## config.mk

```make
export PLATFORM = sky130hd
export DESIGN_NAME = double_click_motor_sequencer_flat
export DESIGN_NICKNAME = d
export VERILOG_FILES = /design/src/rtl/dcms_pkg.sv /design/src/rtl/dcms_if.sv /design/src/rtl/double_click_motor_sequencer.sv /design/src/rtl/dcms_button.sv /design/src/rtl/dcms_core.sv /design/src/flat_wrapper.sv
export VERILOG_INCLUDE_DIRS = /design/src /design/src/rtl
export SDC_FILE = /design/constraint.sdc
export NUM_CORES = 1
export LEC_CHECK = 0
export BUFFER_PORTS_ARGS = -buffer_cell sky130_fd_sc_hd__buf_2
export CAP_MARGIN = 20
export CELL_PAD_IN_SITES_DETAIL_PLACEMENT = 1
export CELL_PAD_IN_SITES_GLOBAL_PLACEMENT = 2
export CORE_ASPECT_RATIO = 0.6
export CORE_MARGIN = 8
export CORE_UTILIZATION = 40
export CTS_BUF_LIST = sky130_fd_sc_hd__clkbuf_2 sky130_fd_sc_hd__clkbuf_4 sky130_fd_sc_hd__clkbuf_8
export DETAILED_ROUTE_END_ITERATION = 16
export GPL_ROUTABILITY_DRIVEN = 0
export MAX_ROUTING_LAYER = met4
export PLACE_DENSITY_LB_ADDON = 0.1
export SLEW_MARGIN = 25
export SYNTH_ARGS = -nofsm -noshare
export SYNTH_HDL_FRONTEND = slang
export SYNTH_SLANG_ARGS = --single-unit
```

## constraint.sdc

```tcl
create_clock -name clk -period 15.8 [get_ports clk]
set_input_delay 3.16 -clock clk [delete_from_list [all_inputs] [get_ports clk]]
set_output_delay 3.16 -clock clk [all_outputs]
set_load 0.02 [all_outputs]
```

## src/rtl/double_click_motor_sequencer_macros.svh

```systemverilog
// ---------------------------------------------------------------------------
// Assertion macros for the double click motor sequencer
// Implication checks on the block's own clock and synchronous reset.
// ---------------------------------------------------------------------------
`ifndef DOUBLE_CLICK_MOTOR_SEQUENCER_MACROS_SVH
`define DOUBLE_CLICK_MOTOR_SEQUENCER_MACROS_SVH

`ifndef NO_ASSERTIONS

// same-cycle implication
`define DCMS_ASSERT_IMPLY(label, clk, rst_n, ante, cons) \
  label: assert property (@(posedge clk) disable iff (!rst_n) (ante) |-> (cons)) \
    else $error("dcms assertion failed");

// next-cycle implication
`define DCMS_ASSERT_NEXT(label, clk, rst_n, ante, cons) \
  label: assert property (@(posedge clk) disable iff (!rst_n) (ante) |=> (cons)) \
    else $error("dcms assertion failed");

`else

`define DCMS_ASSERT_IMPLY(label, clk, rst_n, ante, cons)
`define DCMS_ASSERT_NEXT(label, clk, rst_n, ante, cons)

`endif

`endif

```

## src/rtl/dcms_pkg.sv

```systemverilog
`timescale 1ns / 1ps
// ---------------------------------------------------------------------------
// dcms_pkg
// Shared types and constants of the double click motor sequencer.
// ---------------------------------------------------------------------------
package dcms_pkg;

  localparam int CFG_W     = 16;
  localparam int CFG_IDX_W = 8;

  typedef logic [CFG_W-1:0]     cfg_word_t;
  typedef logic [CFG_IDX_W-1:0] cfg_idx_t;
  typedef logic [1:0]           count_t;

  // register indexes
  localparam cfg_idx_t REG_RUN_LIMIT = 8'd0;
  localparam cfg_idx_t REG_CLICK_GAP = 8'd1;
  localparam cfg_idx_t REG_DEBOUNCE  = 8'd2;

  // reset values
  localparam cfg_word_t RUN_LIMIT_RST = 16'd30000;
  localparam cfg_word_t CLICK_GAP_RST = 16'd800;
  localparam cfg_word_t DEBOUNCE_RST  = 16'd50;

  // click counts
  localparam count_t CLICKS_NONE = 2'd0;
  localparam count_t CLICKS_RUN  = 2'd2;
  localparam count_t CLICKS_STOP = 2'd3;

  typedef struct packed {
    logic open_ev;
    logic close_ev;
  } press_t;

  typedef struct packed {
    logic   open_drive;
    logic   close_drive;
    logic   moving;
    count_t open_count;
    count_t close_count;
  } result_t;

endpackage

```

## src/rtl/dcms_if.sv

```systemverilog
`timescale 1ns / 1ps
// ---------------------------------------------------------------------------
// dcms channel interfaces
// Tick input, result output and configuration write channels.
// ---------------------------------------------------------------------------
interface dcms_in_if;
  logic valid;
  logic ready;
  logic open_pressed;
  logic close_pressed;

  modport source (output valid, output open_pressed, output close_pressed, input ready);
  modport sink   (input valid, input open_pressed, input close_pressed, output ready);
endinterface

interface dcms_out_if;
  logic       valid;
  logic       ready;
  logic       open_drive;
  logic       close_drive;
  logic       moving;
  logic [1:0] open_count;
  logic [1:0] close_count;

  modport source (output valid, output open_drive, output close_drive, output moving,
                  output open_count, output close_count, input ready);
  modport sink   (input valid, input open_drive, input close_drive, input moving,
                  input open_count, input close_count, output ready);
endinterface

interface dcms_cfg_if;
  logic        valid;
  logic        ready;
  logic [7:0]  index;
  logic [15:0] data;

  modport source (output valid, output index, output data, input ready);
  modport sink   (input valid, input index, input data, output ready);
endinterface

```

## src/rtl/double_click_motor_sequencer.sv

```systemverilog
`timescale 1ns / 1ps
// ---------------------------------------------------------------------------
// double_click_motor_sequencer
// Two-button click-counting motor sequencer with debounce and run timeout.
// ---------------------------------------------------------------------------
// Usage:
//   in_if   : one word per 1 ms tick with the open and close button levels.
//   out_if  : one word per tick: both drives, the moving flag and the click
//             counts after that tick.
//   cfg_if  : register writes (0 run limit, 1 click gap, 2 debounce, all in
//             ms); ready is always high, other indexes are ignored. Write
//             only while no tick is in flight.
//   Path    : an accepted tick waits in the input register; its result word
//             is then held in the result register until it is taken.
//   Throughput: one tick per cycle, set by the single pass through the click
//             logic between the two registers; in_if.ready stays high while
//             the result register drains or is taken in the same cycle.
//   Stall   : when out_if.ready is low the result word holds, the input
//             register fills, and in_if.ready drops until the result moves.
//   Reset   : rst_n (synchronous, active low) releases both buttons, clears
//             all timers, counts and drives, empties both registers and loads
//             the register defaults 30000, 800 and 50.
// ---------------------------------------------------------------------------
`include "double_click_motor_sequencer_macros.svh"

module double_click_motor_sequencer
  import dcms_pkg::*;
#(
  parameter int TIMER_BITS = 16
) (
  input  logic           clk,
  input  logic           rst_n,
  dcms_in_if.sink        in_if,
  dcms_out_if.source     out_if,
  dcms_cfg_if.sink       cfg_if
);

  cfg_word_t run_limit_r;
  cfg_word_t click_gap_r;
  cfg_word_t debounce_r;

  logic      s1_valid_r;
  logic      s1_open_r;
  logic      s1_close_r;
  logic      out_valid_r;
  result_t   out_r;
  result_t   core_res;
  press_t    press;
  logic      adv;

  // configuration registers
  assign cfg_if.ready = 1'b1;

  always_ff @(posedge clk) begin
    if (!rst_n) begin
      run_limit_r <= RUN_LIMIT_RST;
      click_gap_r <= CLICK_GAP_RST;
      debounce_r  <= DEBOUNCE_RST;
    end else if (cfg_if.valid) begin
      unique case (cfg_if.index)
        REG_RUN_LIMIT: run_limit_r <= cfg_if.data;
        REG_CLICK_GAP: click_gap_r <= cfg_if.data;
        REG_DEBOUNCE:  debounce_r  <= cfg_if.data;
        default: ;
      endcase
    end
  end

  // advance the input word when the result register is free or being taken
  assign adv         = s1_valid_r && (!out_valid_r || out_if.ready);
  assign in_if.ready = !s1_valid_r || adv;

  always_ff @(posedge clk) begin
    if (!rst_n) begin
      s1_valid_r <= 1'b0;
    end else if (in_if.valid && in_if.ready) begin
      s1_valid_r <= 1'b1;
    end else if (adv) begin
      s1_valid_r <= 1'b0;
    end
  end

  always_ff @(posedge clk) begin
    if (in_if.valid && in_if.ready) begin
      s1_open_r  <= in_if.open_pressed;
      s1_close_r <= in_if.close_pressed;
    end
  end

  dcms_button #(.TIMER_BITS(TIMER_BITS)) u_open_btn (
    .clk      (clk),
    .rst_n    (rst_n),
    .en       (adv),
    .level    (s1_open_r),
    .debounce (debounce_r),
    .press    (press.open_ev)
  );

  dcms_button #(.TIMER_BITS(TIMER_BITS)) u_close_btn (
    .clk      (clk),
    .rst_n    (rst_n),
    .en       (adv),
    .level    (s1_close_r),
    .debounce (debounce_r),
    .press    (press.close_ev)
  );

  dcms_core #(.TIMER_BITS(TIMER_BITS)) u_core (
    .clk       (clk),
    .rst_n     (rst_n),
    .en        (adv),
    .press     (press),
    .run_limit (run_limit_r),
    .click_gap (click_gap_r),
    .res       (core_res)
  );

  // result register
  always_ff @(posedge clk) begin
    if (!rst_n) begin
      out_valid_r <= 1'b0;
    end else if (adv) begin
      out_valid_r <= 1'b1;
    end else if (out_if.ready) begin
      out_valid_r <= 1'b0;
    end
  end

  always_ff @(posedge clk) begin
    if (adv) begin
      out_r <= core_res;
    end
  end

  assign out_if.valid       = out_valid_r;
  assign out_if.open_drive  = out_r.open_drive;
  assign out_if.close_drive = out_r.close_drive;
  assign out_if.moving      = out_r.moving;
  assign out_if.open_count  = out_r.open_count;
  assign out_if.close_count = out_r.close_count;

  `DCMS_ASSERT_IMPLY(a_drives_exclusive, clk, rst_n, out_valid_r,
                     !(out_r.open_drive && out_r.close_drive))
  `DCMS_ASSERT_IMPLY(a_drive_needs_run, clk, rst_n,
                     out_valid_r && (out_r.open_drive || out_r.close_drive), out_r.moving)
  `DCMS_ASSERT_IMPLY(a_count_range, clk, rst_n, out_valid_r,
                     out_r.open_count != CLICKS_STOP && out_r.close_count != CLICKS_STOP)
  `DCMS_ASSERT_NEXT(a_advance_fills_out, clk, rst_n, adv, out_valid_r)

endmodule

```

## src/rtl/dcms_button.sv

```systemverilog
`timescale 1ns / 1ps
// ---------------------------------------------------------------------------
// dcms_button
// Debounced press detector: level history and edge timer of one button.
// ---------------------------------------------------------------------------
module dcms_button
  import dcms_pkg::*;
#(
  parameter int TIMER_BITS = 16
) (
  input  logic      clk,
  input  logic      rst_n,
  input  logic      en,
  input  logic      level,
  input  cfg_word_t debounce,
  output logic      press
);

  localparam int CW = (TIMER_BITS > CFG_W) ? TIMER_BITS : CFG_W;

  logic                  prev_r;
  logic                  prev_nxt;
  logic [TIMER_BITS-1:0] age_r;
  logic [TIMER_BITS-1:0] age_nxt;
  logic [TIMER_BITS-1:0] age_inc;

  // saturate at all ones
  assign age_inc = (age_r == {TIMER_BITS{1'b1}}) ? age_r : age_r + 1'b1;

  always_comb begin
    prev_nxt = prev_r;
    age_nxt  = age_inc;
    press    = 1'b0;
    if (level != prev_r) begin
      press    = level && (CW'(age_inc) > CW'(debounce));
      age_nxt  = '0;
      prev_nxt = level;
    end
  end

  always_ff @(posedge clk) begin
    if (!rst_n) begin
      prev_r <= 1'b0;
      age_r  <= '0;
    end else if (en) begin
      prev_r <= prev_nxt;
      age_r  <= age_nxt;
    end
  end

endmodule

```

## src/rtl/dcms_core.sv

```systemverilog
`timescale 1ns / 1ps
// ---------------------------------------------------------------------------
// dcms_core
// Click counters, idle timers, run timer and drive outputs.
// ---------------------------------------------------------------------------
module dcms_core
  import dcms_pkg::*;
#(
  parameter int TIMER_BITS = 16
) (
  input  logic      clk,
  input  logic      rst_n,
  input  logic      en,
  input  press_t    press,
  input  cfg_word_t run_limit,
  input  cfg_word_t click_gap,
  output result_t   res
);

  localparam int CW = (TIMER_BITS > CFG_W) ? TIMER_BITS : CFG_W;
  localparam logic [TIMER_BITS-1:0] TMAX = {TIMER_BITS{1'b1}};

  count_t                oc_r, oc_nxt;
  count_t                cc_r, cc_nxt;
  logic [TIMER_BITS-1:0] oidle_r, oidle_nxt;
  logic [TIMER_BITS-1:0] cidle_r, cidle_nxt;
  logic [TIMER_BITS-1:0] run_age_r, run_age_nxt;
  logic                  run_r, run_nxt;
  logic                  oout_r, oout_nxt;
  logic                  cout_r, cout_nxt;

  always_comb begin
    oc_nxt      = oc_r;
    cc_nxt      = cc_r;
    run_nxt     = run_r;
    oout_nxt    = oout_r;
    cout_nxt    = cout_r;
    oidle_nxt   = (oidle_r == TMAX) ? oidle_r : oidle_r + 1'b1;
    cidle_nxt   = (cidle_r == TMAX) ? cidle_r : cidle_r + 1'b1;
    run_age_nxt = (run_age_r == TMAX) ? run_age_r : run_age_r + 1'b1;

    // open click first
    if (press.open_ev) begin
      oc_nxt   = oc_nxt + 1'b1;
      cc_nxt   = CLICKS_NONE;
      cout_nxt = 1'b0;
      unique case (oc_nxt)
        CLICKS_RUN: begin
          oout_nxt    = 1'b1;
          run_age_nxt = '0;
          run_nxt     = 1'b1;
        end
        CLICKS_STOP: begin
          oc_nxt   = CLICKS_NONE;
          oout_nxt = 1'b0;
          run_nxt  = 1'b0;
        end
        default: ;
      endcase
      oidle_nxt = '0;
    end

    if (press.close_ev) begin
      cc_nxt   = cc_nxt + 1'b1;
      oc_nxt   = CLICKS_NONE;
      oout_nxt = 1'b0;
      unique case (cc_nxt)
        CLICKS_RUN: begin
          cout_nxt    = 1'b1;
          run_age_nxt = '0;
          run_nxt     = 1'b1;
        end
        CLICKS_STOP: begin
          cc_nxt   = CLICKS_NONE;
          cout_nxt = 1'b0;
          run_nxt  = 1'b0;
        end
        default: ;
      endcase
      cidle_nxt = '0;
    end

    // run timeout stops everything
    if (run_nxt && (CW'(run_age_nxt) > CW'(run_limit))) begin
      oout_nxt = 1'b0;
      cout_nxt = 1'b0;
      oc_nxt   = CLICKS_NONE;
      cc_nxt   = CLICKS_NONE;
      run_nxt  = 1'b0;
    end

    // drop stale counts while idle
    if (!run_nxt) begin
      if (CW'(oidle_nxt) > CW'(click_gap)) oc_nxt = CLICKS_NONE;
      if (CW'(cidle_nxt) > CW'(click_gap)) cc_nxt = CLICKS_NONE;
    end
  end

  assign res.open_drive  = oout_nxt;
  assign res.close_drive = cout_nxt;
  assign res.moving      = run_nxt;
  assign res.open_count  = oc_nxt;
  assign res.close_count = cc_nxt;

  always_ff @(posedge clk) begin
    if (!rst_n) begin
      oc_r      <= CLICKS_NONE;
      cc_r      <= CLICKS_NONE;
      oidle_r   <= '0;
      cidle_r   <= '0;
      run_age_r <= '0;
      run_r     <= 1'b0;
      oout_r    <= 1'b0;
      cout_r    <= 1'b0;
    end else if (en) begin
      oc_r      <= oc_nxt;
      cc_r      <= cc_nxt;
      oidle_r   <= oidle_nxt;
      cidle_r   <= cidle_nxt;
      run_age_r <= run_age_nxt;
      run_r     <= run_nxt;
      oout_r    <= oout_nxt;
      cout_r    <= cout_nxt;
    end
  end

endmodule
```

## src/flat_wrapper.sv

```systemverilog
// flat-port wrapper written by rule: the top's interface ports become plain ports
module double_click_motor_sequencer_flat import dcms_pkg::*;
#(
  parameter int TIMER_BITS = 16
)
  (clk, rst_n, in_if_valid, in_if_open_pressed, in_if_close_pressed, in_if_ready, out_if_valid, out_if_open_drive, out_if_close_drive, out_if_moving, out_if_open_count, out_if_close_count, out_if_ready, cfg_if_valid, cfg_if_index, cfg_if_data, cfg_if_ready);
  dcms_in_if in_if_i ();
  dcms_out_if out_if_i ();
  dcms_cfg_if cfg_if_i ();
  input  logic clk;
  input  logic rst_n;
  input wire logic [$bits(in_if_i.valid)-1:0] in_if_valid;
  input wire logic [$bits(in_if_i.open_pressed)-1:0] in_if_open_pressed;
  input wire logic [$bits(in_if_i.close_pressed)-1:0] in_if_close_pressed;
  output wire logic [$bits(in_if_i.ready)-1:0] in_if_ready;
  output wire logic [$bits(out_if_i.valid)-1:0] out_if_valid;
  output wire logic [$bits(out_if_i.open_drive)-1:0] out_if_open_drive;
  output wire logic [$bits(out_if_i.close_drive)-1:0] out_if_close_drive;
  output wire logic [$bits(out_if_i.moving)-1:0] out_if_moving;
  output wire logic [$bits(out_if_i.open_count)-1:0] out_if_open_count;
  output wire logic [$bits(out_if_i.close_count)-1:0] out_if_close_count;
  input wire logic [$bits(out_if_i.ready)-1:0] out_if_ready;
  input wire logic [$bits(cfg_if_i.valid)-1:0] cfg_if_valid;
  input wire logic [$bits(cfg_if_i.index)-1:0] cfg_if_index;
  input wire logic [$bits(cfg_if_i.data)-1:0] cfg_if_data;
  output wire logic [$bits(cfg_if_i.ready)-1:0] cfg_if_ready;
  assign in_if_i.valid = in_if_valid;
  assign in_if_i.open_pressed = in_if_open_pressed;
  assign in_if_i.close_pressed = in_if_close_pressed;
  assign in_if_ready = in_if_i.ready;
  assign out_if_valid = out_if_i.valid;
  assign out_if_open_drive = out_if_i.open_drive;
  assign out_if_close_drive = out_if_i.close_drive;
  assign out_if_moving = out_if_i.moving;
  assign out_if_open_count = out_if_i.open_count;
  assign out_if_close_count = out_if_i.close_count;
  assign out_if_i.ready = out_if_ready;
  assign cfg_if_i.valid = cfg_if_valid;
  assign cfg_if_i.index = cfg_if_index;
  assign cfg_if_i.data = cfg_if_data;
  assign cfg_if_ready = cfg_if_i.ready;
  double_click_motor_sequencer #(.TIMER_BITS(TIMER_BITS)) u_core (.clk(clk), .rst_n(rst_n), .in_if(in_if_i), .out_if(out_if_i), .cfg_if(cfg_if_i));
endmodule
```

Word level (Yosys, flattened, before mapping)
Cells that the tools add are included.
{ "op_classes": {"muxes": 44, "n_lt_le_gt_ge": 5, "n_eq_ne": 13, "addsub": 7, "reduce_logical": 17} }
{ "op_table": {"columns": ["cell", "count"], "rows": [
  ["$mux W16", 13],
  ["$add A16 B1 Y16 const B", 5],
  ["$eq A16 B16 Y1 const B", 5],
  ["$gt A16 B16 Y1", 5],
  ["$mux W2", 12],
  ["$mux W1", 15],
  ["$reduce_and A2 Y1", 5],
  ["$eq A2 B2 Y1 const B", 4],
  ["$eq A8 B1 Y1 const B", 1],
  ["$eq A8 B2 Y1 const B", 1],
  ["$logic_not A8 Y1", 1],
  ["$pmux W1 S2", 4],
  ["$logic_and A1 B1 Y1", 5],
  ["$add A2 B1 Y2 const B", 2],
  ["$reduce_bool A2 Y1", 2],
  ["$logic_not A1 Y1", 2],
  ["$logic_or A1 B1 Y1", 2],
  ["$ne A1 B1 Y1", 2]
]} }
{ "totals": {"reg_bits": 148, "output_inout_bits": 10, "word_cells": 110, "in_bits": 31} }

Depth between registers and ports, before layout
Gate-level depths: netlist of run 1.
{ "depth": {"word_depth": 15, "ltp_mapped": 26, "mapped_depth_nobuf": 23} }

Cells and area by module
From an unflattened synthesis of run 1, not the netlist that was laid out.
{ "hier_totals": {"hier_cells": 1275, "hier_area_um2": 10346.2} }
{ "by_module_without_submodules": {"columns": ["mod", "seq_area_each_um2", "area_per_inst_um2", "instances", "cells_each"], "rows": [
  ["dcms_core", 1101.1, 5077.4, 1, 678],
  ["dcms_button", 340.3, 1501.4, 2, 193],
  ["double_click_motor_sequencer", 1271.2, 2265.9, 1, 211]
]} }

Least setup slack after synthesis of run 1
OpenSTA, ideal clock, no wires.
{ "synth_path": {"path_type": "input to output", "startpoint": "input port out_if_ready", "endpoint": "output port in_if_ready", "arrival_time_ns": 3.513, "required_time_ns": 12.640, "stages": 2, "n_path_buf": 0, "slack_ns": 9.127, "cell_sequence": "nor2b_1 nand2_1"} }
{ "synth_via": {"elab_chain_len": 3} }
{ "synth_rtl": {"columns": ["item", "line_no", "rtl"], "rows": [
  ["from (decl)", "flat_wrapper.sv:22", "input wire logic [$bits(out_if_i.ready)-1:0] out_if_ready;"],
  ["$logic_or A1 B1 Y1", "double_click_motor_sequencer.sv:70", "assign adv = s1_valid_r && (!out_valid_r || out_if.ready);"],
  ["$logic_and A1 B1 Y1", "double_click_motor_sequencer.sv:70", null],
  ["$logic_or A1 B1 Y1", "double_click_motor_sequencer.sv:71", "assign in_if.ready = !s1_valid_r || adv;"],
  ["to (decl)", "flat_wrapper.sv:15", "output wire logic [$bits(in_if_i.ready)-1:0] in_if_ready;"]
]} }
No other way between the ends.

Worst setup path in the final report of run 1
Ends and elaborated chain as after synthesis.

==> flow_results.org, run 1 <==
** Worst setup path
- At the worst endpoint, the arrival time is 3.75 ns.
- Startpoint of the worst register-to-register path :: u_core.u_open_btn.age_r[3]$_SDFFE_PN0P_
- Critical path's most frequent cell :: buf_2
- Data on the critical path is required at its endpoint by 12.64 ns.
- Element type at the critical path end :: output pin
- Max Fanout on Critical Path :: 4
- The endpoint identified for the worst register-to-register timing path is u_core.u_core.oout_r$_SDFFE_PN0P_.
- Worst stage delay on the critical path :: 0.20 ns
- Flop2flop setup slack :: 9.20 ns
- Worst Reg2Reg Path Length in Cells :: 23
- The worst setup path is of the input pin to output pin kind.
- The critical path goes through buf_2 > nor2b_1 > nand2_1 > buf_2.
- Worst setup SP type :: input pin
- On the critical path, the stage with the largest delay is an instance of nor2b_1.

** Global routing
- Aggregate global-route resource usage :: 0.216
- The initial antenna violation count was 0.
- Vias in the first global route :: 8353
- The first global-routing pass estimated 48700 um of wire.
- The total overflow left after global routing is 0.
- Maximum number of pins on one net before global-route repair :: 73

** Final layout
- Measured on the finished design, the core utilization comes to 0.442.
- Number of antenna cells inserted :: 0
- At the end of the flow, the number of nets in the layout was 1328.
- Share of layout cells above drive strength 1 :: 0.0950
- Signed area change from the synthesized netlist to the final layout :: 8.36%

** Power and ir drop
- The share of total power dissipated in sequential elements is 0.516.
- Combinational share of power :: 0.064
- Internal power summed over all cells :: 535 uW
- In this run the power density over the cells is 69.0 nW/um^2.
- LEAKAGE :: 0.00443 uW
- Part of the power in the clock network :: 0.420
- Of the total power, the share spent switching nets is 0.278.
- IR analysis of the VDD net gives a maximum drop of 0.0000458 V.
- Sw power :: 206 uW

** Detailed routing
- The detailed router placed 8757 vias in this run.
- First-pass detailed-route iteration total :: 5
- After detailed routing, the average wire length per cell comes to 20.4 um.
- For this block, the initial DRC count from the detailed router was 526.
- Dividing the detail-routed via count by the number of cells gives 5.68.
- Detailed-route wire length :: 31500 um
- Antenna-violating nets left :: 0
- Count of unresolved DRC violations after routing :: 0

** STA
- Once routing completed, OpenROAD measured the worst setup slack at 8.89 ns.
- Dividing the final minimum period by the clock period gives 0.437.
- For the final routed database, the setup TNS stands at 0 ns.
- Slew at the pin closest to its max-slew limit :: 0.970 ns
- The clock arrives with 0.0234 ns of skew.
- # setup viols final :: 0
- Max transition margin :: 0.352
- The number of slew-limit violations in the final report is 0.
- RSZ-0062 raised after global routing :: no
- Based on the critical path, the design can be clocked at up to 0.145 GHz.
- Hold timing on the final database bottoms out at a slack of 0.473 ns.
- The clock period could shrink to 6.91 ns.
- The final-report hold violation count was 0.

** Synthesis
- Synth Warn # :: 0
- Share of synthesized area occupied by flip-flops and latches :: 0.308
- Post-synthesis instance area :: 9910 sq um
- Library cell with the largest summed area after synthesis :: dfxtp_1
- Counting every net in the synthesized netlist gives 1318.
- Gate count of the mapped netlist :: 1198
- FF+latch count, synth :: 148
- Of the post-synthesis cell area, the dominant cell type holds 0.281.
- Top_reg_cell synth :: dfxtp_1
- Share of async-settable or async-resettable flops after synthesis :: 0
- Synthesized area divided by synthesized cell count :: 8.27 sq um
- Distinct cell type count of the synthesized netlist :: 81
- After synthesis, the cell types taking the most area are dfxtp_1 (28%), ha_1 (11%), nand2_1 (5.0%).
- Counting flops with a built-in enable in the synthesized netlist gives 9.

** CTS
- Total CTS buffers :: 17
- Number of gates resized after CTS :: 0
- Root cell of the clock tree :: clkbuf_8
- Post-CTS clock slew at the launch and capture registers of the worst setup and hold paths :: 0.09 ns
- Hold_buf cts :: 0
- At the later pin of the worst-skew pair, clock insertion delay measures 0.51 ns.
- TritonCTS built the clock tree.
- CTS max path bufs :: 2
- Depth of the CTS H-tree :: 4
- The tree built by TritonCTS fans out to 148 sinks.
- After clock tree synthesis, the setup repair step added 0 buffers.

** Floorplanning
- Core Area :: 24300 sq um
- The floorplan step defined a die boundary enclosing 30200 sq um.
- Height of the die :: 138 um
- Starting density of the core :: 0.408
- The floorplan has 44 rows.
- From left edge to right edge, the die measures 219 um.
- Pin placement for this block handled 41 I/O pins.

** Place
- Estimated wirelength of the detail-placed design :: 23700 um
- Worst setup slack after placement :: 8.89 ns
- The count of buffers added on input and output ports is 39.

** Hold path
- The worst hold path terminates at u_core.run_limit_r[11]$_SDFFE_PN0P_.
- The worst hold path belongs to the class flip-flop to flip-flop.
- Counting instances, the worst hold path has a depth of 2.
- The worst hold path begins at u_core.run_limit_r[11]$_SDFFE_PN0P_.

** Job
- Max-capacitance violation count :: 0

** Run status
- The run finished with clean final reports.
worst max-delay path by stage:
| stage | from | endpoint | depth (start not counted) | slack [ns] |
|---|---|---|---|---|
| global placement | out_if_ready | in_if_ready | 4 | 8.94 |
| finish | out_if_ready | in_if_ready | 4 | 8.89 |
| floorplan | out_if_ready | in_if_ready | 2 | 9.13 |
| detailed placement | out_if_ready | in_if_ready | 4 | 8.89 |
| global route | u_core.u_open_btn.age_r[3]$_SDFFE_PN0P_ | u_core.out_if.open_count[1]$_DFFE_PP_ | 23 | 8.66 |
| CTS | out_if_ready | in_if_ready | 4 | 8.89 |
through the flow:
step           area (sq um)  total power (uW)  instances
5_1_grt               10700               770       1543
3_3_place_gp          10300               438       1511
6_report              10700               741       1543
3_5_place_dp          10300               438       1511
4_1_cts               10700               750       1543
2_1_floorplan          9910               419       1198
flip-flops by register name, summed over array words and instances (netlist names), 16 cells and up:
name and flops:
u_core.u_core.oidle_r 16, u_core.u_open_btn.age_r 16, u_core.u_core.cidle_r 16, u_core.click_gap_r 16
u_core.u_core.run_age_r 16, u_core.run_limit_r 16, u_core.u_close_btn.age_r 16, u_core.debounce_r 16
routing by layer:
metal | GRT usage | share of wire | routed length, um | vias to the layer above
met5 | - | 0 | 0 | -
met4 | 0.0395 | 0.0060 | 188 | 0
met3 | 0.0405 | 0.051 | 1610 | 15
met2 | 0.266 | 0.36 | 11300 | 174
met1 | 0.346 | 0.58 | 18400 | 4230
li1 | - | - | - | 4338
critical path: cells and delay by family:
family	cells	cell delay, ns
buf+inv	2	0.27
simple gates	2	0.31
Yosys cell counts (all sizes together), types with 3 or more instances:
| master | count |
|---|---|
| edfxtp | 9 |
| or2 | 5 |
| nor4 | 7 |
| and3 | 19 |
| a211oi | 8 |
| mux2 | 5 |
| inv | 58 |
| clkbuf | 40 |
| nand4 | 37 |
| o31a | 3 |
| or3 | 4 |
| a21oi | 58 |
| nand3 | 45 |
| o21ai | 39 |
| nand3b | 4 |
| o2bb2ai | 5 |
| nor2 | 75 |
| o22ai | 9 |
| nor3 | 35 |
| a41oi | 4 |
| mux2i | 39 |
| o31ai | 10 |
| or3b | 3 |
| nor2b | 61 |
| nand2b | 9 |
| ha | 89 |
| a21boi | 26 |
| nand2 | 131 |
| xor2 | 24 |
| a22oi | 24 |
| and3b | 5 |
| a21o | 9 |
| a22o | 3 |
| o21a | 8 |
| buf | 19 |
| dfxtp | 139 |
| a311oi | 3 |
| a31oi | 9 |
| o41ai | 6 |
| and2 | 22 |
| xnor2 | 32 |
| o211ai | 21 |
| and4 | 9 |
| nand4b | 3 |
layout by cell type, fill, tap and decap left out, drive strengths merged, types with 10 or more instances in the layout:
| cell type | synthesis | final |
|---|---|---|
| a21boi | 26 | 26 |
| a21oi | 58 | 58 |
| a22oi | 24 | 24 |
| and2 | 22 | 22 |
| and3 | 19 | 19 |
| buf | 19 | 50 |
| clkbuf | 40 | 20 |
| dfxtp | 139 | 139 |
| ha | 89 | 89 |
| inv | 58 | 64 |
| mux2i | 39 | 39 |
| nand2 | 131 | 131 |
| nand3 | 45 | 45 |
| nand4 | 37 | 37 |
| nor2 | 75 | 75 |
| nor2b | 61 | 61 |
| nor3 | 35 | 35 |
| o211ai | 21 | 21 |
| o21ai | 39 | 39 |
| o31ai | 10 | 10 |
| xnor2 | 32 | 32 |
| xor2 | 24 | 24 |
power groups by stage:
stage	Clock [uW]	Combinational, uW	Sequential (uW)
floorplan	0	27.8	391
global placement	0	47.1	391
detailed placement	0	47.3	391
CTS	320	47.5	382
global route	335	51.4	383
finish	311	47.2	382
logic make-up (layout without fill, tap and decap cells):
kind of cell / count (synthesis) / after routing / share of synthesized area
AND/OR/NAND/NOR: 482 / 482 / 0.256
AO/OA/AOI/OAI: 261 / 261 / 0.181
flip-flops: 148 / 148 / 0.308
buffers and inverters: 117 / 140 / 0.0476
adder cells (fa/ha/maj): 89 / 89 / 0.112
XOR/XNOR: 56 / 56 / 0.0495
multiplexers: 44 / 44 / 0.0451
other: 1 / 1 / 0.000378
cell type report:
| class | count | area [sq um] |
|---|---|---|
| clock buffer | 20 | 275 |
| clock inverter | 12 | 116 |
| fill | 2963 | 13500 |
| timing repair buffer | 50 | 280 |
| sequential | 148 | 3050 |
| multi-input combinational | 933 | 6390 |
| inverter | 58 | 218 |
| tap | 322 | 403 |
Note: power is estimated with default switching activity, not from simulation.
==> run 2, diff against run 1 <==
--- a/config.mk
+++ b/config.mk
@@ -12,7 +12,7 @@
 export CELL_PAD_IN_SITES_GLOBAL_PLACEMENT = 2
 export CORE_ASPECT_RATIO = 0.6
 export CORE_MARGIN = 8
-export CORE_UTILIZATION = 40
+export CORE_UTILIZATION = 36
 export CTS_BUF_LIST = sky130_fd_sc_hd__clkbuf_2 sky130_fd_sc_hd__clkbuf_4 sky130_fd_sc_hd__clkbuf_8
 export DETAILED_ROUTE_END_ITERATION = 16
 export GPL_ROUTABILITY_DRIVEN = 0
==> constraint.sdc (replaced) <==
create_clock -name clk -period 5.95 [get_ports clk]
set_input_delay 1.19 -clock clk [delete_from_list [all_inputs] [get_ports clk]]
set_output_delay 1.19 -clock clk [all_outputs]
set_load 0.02 [all_outputs]
==> run 2 against run 1 <==
- sequential power grew to 2.7 times the previous value
- power rose to 2.6 times the previous value
- routed wire length up 2.4%
- utilization shrank 4.3 points
==> flow_results.org, run 2 (synthesis results as in run 1) <==
** Run status
- Outcome :: completed

** Final layout
- The multi-input combinational cell area came to 6450 sq um (+0.84%).
- The layout cell share with drive strength beyond 1 is 0.106 (+0.0109).
- Leaving out fill and tap cells, the most frequent cell in the layout is dfxtp_1.
- Post-layout instance count excluding filler cells :: 1595 (+3.4%)
- FILL cells :: 3282 (+11%)
- Top library cells by usage in the layout, fill and taps aside :: dfxtp_1 (139), nand2_1 (131), ha_1 (89)
- Relative to the synthesized area, the layout overhead comes to 10.2%.
- Number of antenna cells inserted :: 0 (unchanged)
- Design Area, Final :: 10900 sq um (+1.7%)
- Post-layout util :: 0.399 (-0.0431)
- Area taken by flip-flops and latches :: 3050 sq um (unchanged)
- The count of nets after finishing came to 1336 (+0.60%).

** Hold path
- Worst min-delay path startpoint :: u_core.run_limit_r[11]$_SDFFE_PN0P_
- Hold Path Depth :: 2 (unchanged)
- The path with the worst hold slack has its endpoint at u_core.run_limit_r[11]$_SDFFE_PN0P_.
- Kind of path behind the tightest hold check :: flip-flop to flip-flop

** Worst setup path
- The worst setup path is captured at a flip-flop.
- Worst Reg2Reg Path Length in Cells :: 21 (-8.7%)
- Flop2flop setup slack :: 0.28 ns (-8.92 ns)
- Worst Path Arrival :: 6.05 ns (+2.30 ns)
- The critical path is of the flip-flop to flip-flop type.
- Startpoint of the worst register-to-register path :: u_core.u_open_btn.age_r[4]$_SDFFE_PN0P_
- In this run the worst setup path begins at u_core.u_open_btn.age_r[4]$_SDFFE_PN0P_.
- Crit path required time :: 6.33 ns (-6.31 ns)
- In this run the critical register-to-register path is captured at u_core.u_core.oout_r$_SDFFE_PN0P_.
- Max Fanout on Critical Path :: 10 (+6)
- Worst setup SP type :: flip-flop

** CTS
- Root cell of the clock tree :: clkbuf_8
- Clock latency at the later pin of the worst-skew pair :: 0.49 ns (-0.02 ns)
- Total CTS buffers :: 17 (unchanged)
- Sink Count :: 148 (unchanged)
- CTS max path bufs :: 2 (unchanged)
- TritonCTS built the clock tree.
- Depth of the CTS H-tree :: 4 (unchanged)
- The clock-pin slew on the worst setup and hold paths was 0.09 ns (about the same).

** Floorplanning
- # IOs :: 41 (unchanged)
- Starting density of the core :: 0.362 (-0.0458)
- Height of the die :: 145 um (+4.8%)
- The floorplan row count came to 47 (+6.8%).
- Core Area :: 27300 sq um (+13%)
- The area of the die was 33300 sq um (+10%).
- The floorplan die width was 230 um (+5.0%).

** Place
- Area after DPL :: 10500 sq um (+1.2%)
- Count of buffers inserted at the top-level ports :: 39 (unchanged)
- The placed cell count came to 1563 (+3.4%).
- The detailed placer's ending HPWL came to 24600 um (+3.7%).
- Worst setup slack after placement :: 0.0737 ns (-8.82 ns)

** STA
- The final-report hold violation count came to 0 (unchanged).
- In the finished design, the share of the clock period the worst path needs comes to 0.952.
- # setup viols final :: 0 (unchanged)
- Final-layout setup total negative slack :: 0 ns (unchanged)
- Max transition margin :: 0.355 (+0.00321)
- Timing would allow up to 0.176 GHz.
- Post-layout minimum cycle time :: 5.67 ns
- Number of pins with negative max-slew slack in the final report :: 0 (unchanged)
- The clock skew after layout was 0.0161 ns (-0.00726 ns).
- Fin worst setup slack :: 0.283 ns (-8.61 ns)
- Slew at the pin closest to its max-slew limit :: 0.965 ns (-0.00480 ns)
- RSZ-0062 raised after global routing :: yes

** Power and ir drop
- VDD IR-drop max :: 0.0000994 V (+120%)
- The total power density per cell area was 179 nW/um^2 (+160%).
- LEAKAGE :: 0.00450 uW (+1.4%)

** Detailed routing
- Via Count :: 8732 (-0.29%)
- Count of unresolved DRC violations after routing :: 0 (unchanged)
- The DRC marker count from the first detailed-route iteration is 546 (+3.8%).
- The total detailed-routing wirelength was 32300 um (+2.4%).
- Via-to-Cell Ratio :: 5.47 (-3.5%)
- The number of nets with antenna violations after routing was 0 (unchanged).
- Average detailed-routed wire length per instance :: 20.2 um (-0.95%)
- The number of search-and-repair iterations in the first detailed-routing pass is 5 (unchanged).

** Global routing
- The first-pass GRT wire length is 50400 um (+3.5%).
- The number of global-route vias before repair came to 8286 (-0.80%).
- The met3 capacity usage during global routing is 0.0408 (+0.000229).
- Busiest layer in global routing :: met1
- Initial antenna violation count :: 0 (unchanged)
- The global routing met2 resource utilization came to 0.244 (-0.0215).
- Total grt overflow :: 0 (unchanged)
- Maximum number of pins on one net before global-route repair :: 84 (+15%)
- M1 GR Usage :: 0.324 (-0.0226)
- Aggregate global-route resource usage :: 0.201 (-0.0150)

** Job
- Max-capacitance violation count :: 0 (unchanged)
-- run 2: cell type report --
| class | count | area share |
|---|---|---|
| clock buffers | 21 | 0.0265 |
| well taps | 367 | 0.0421 |
| inverters | 58 | 0.0199 |
| multi-input cells | 933 | 0.591 |
| flip-flops and latches | 148 | 0.280 |
| clock inverters | 10 | 0.00894 |
| repair buffers | 58 | 0.0323 |
-- run 2: per-stage QoR --
| step | hold slack, ns | power, uW |
|---|---|---|
| after floorplan | 0.440 | 1110 |
| after global placement | 0.456 | 1160 |
| after detailed placement | 0.464 | 1170 |
| after CTS | 0.477 | 1980 |
| after global routing | 0.512 | 2040 |
| final | 0.471 | 1950 |
-- run 2: worst max-delay path: stages, from the launching register on --
cell and delay, ns:
dfxtp_1 0.41, and4_1 0.28, and4_2 0.38, nand3_4 0.16
mux2_2 0.32, ha_1 0.30, nor2b_1 0.14, o211ai_1 0.15
a2111oi_4 0.50, o31ai_4 0.13, nand2_1 0.12, inv_1 0.07
ha_1 0.26, a22o_2 0.31, a211oi_1 0.29, ha_1 0.22
nand4_1 0.10, or2_2 0.31, or3_1 0.40, and2_1 0.21
and2_1 0.16, o41ai_1 0.32
-- run 2: what timing repair did --
| item | CTS | global route |
|---|---|---|
| setup endpoints to repair | 0 | 14 |
| resized for setup | 0 | 11 |
| hold buffers | 0 | 0 |
| setup buffers | 0 | 1 |
-- run 2: worst max path at each step --
| stage | cells past startpoint | endpoint |
|---|---|---|
| after detailed placement | 21 | u_core.out_if.open_count[0]$_DFFE_PP_ |
| after floorplan | 24 | u_core.u_core.oout_r$_SDFFE_PN0P_ |
| final | 21 | u_core.u_core.oout_r$_SDFFE_PN0P_ |
| after global routing | 21 | u_core.u_core.oc_r[1]$_SDFFE_PN0P_ |
| after global placement | 21 | u_core.u_core.oout_r$_SDFFE_PN0P_ |
| after CTS | 21 | u_core.u_core.oout_r$_SDFFE_PN0P_ |
-- run 2: report_power, final --
group	internal, uW	switching [uW]	leakage, uW
Combinational	41.3	84.6	0.00309
Sequential	1010	8.29	0.00121
Clock	375	433	0.000195
Total	1420	526	0.00450
-- run 2: routing by layer --
| layer | part of all wire | vias to the layer above |
|---|---|---|
| li1 | - | 4361 |
| met1 | 0.59 | 4217 |
| met2 | 0.36 | 144 |
| met3 | 0.044 | 10 |
| met4 | 0.0060 | 0 |
| met5 | 0 | - |
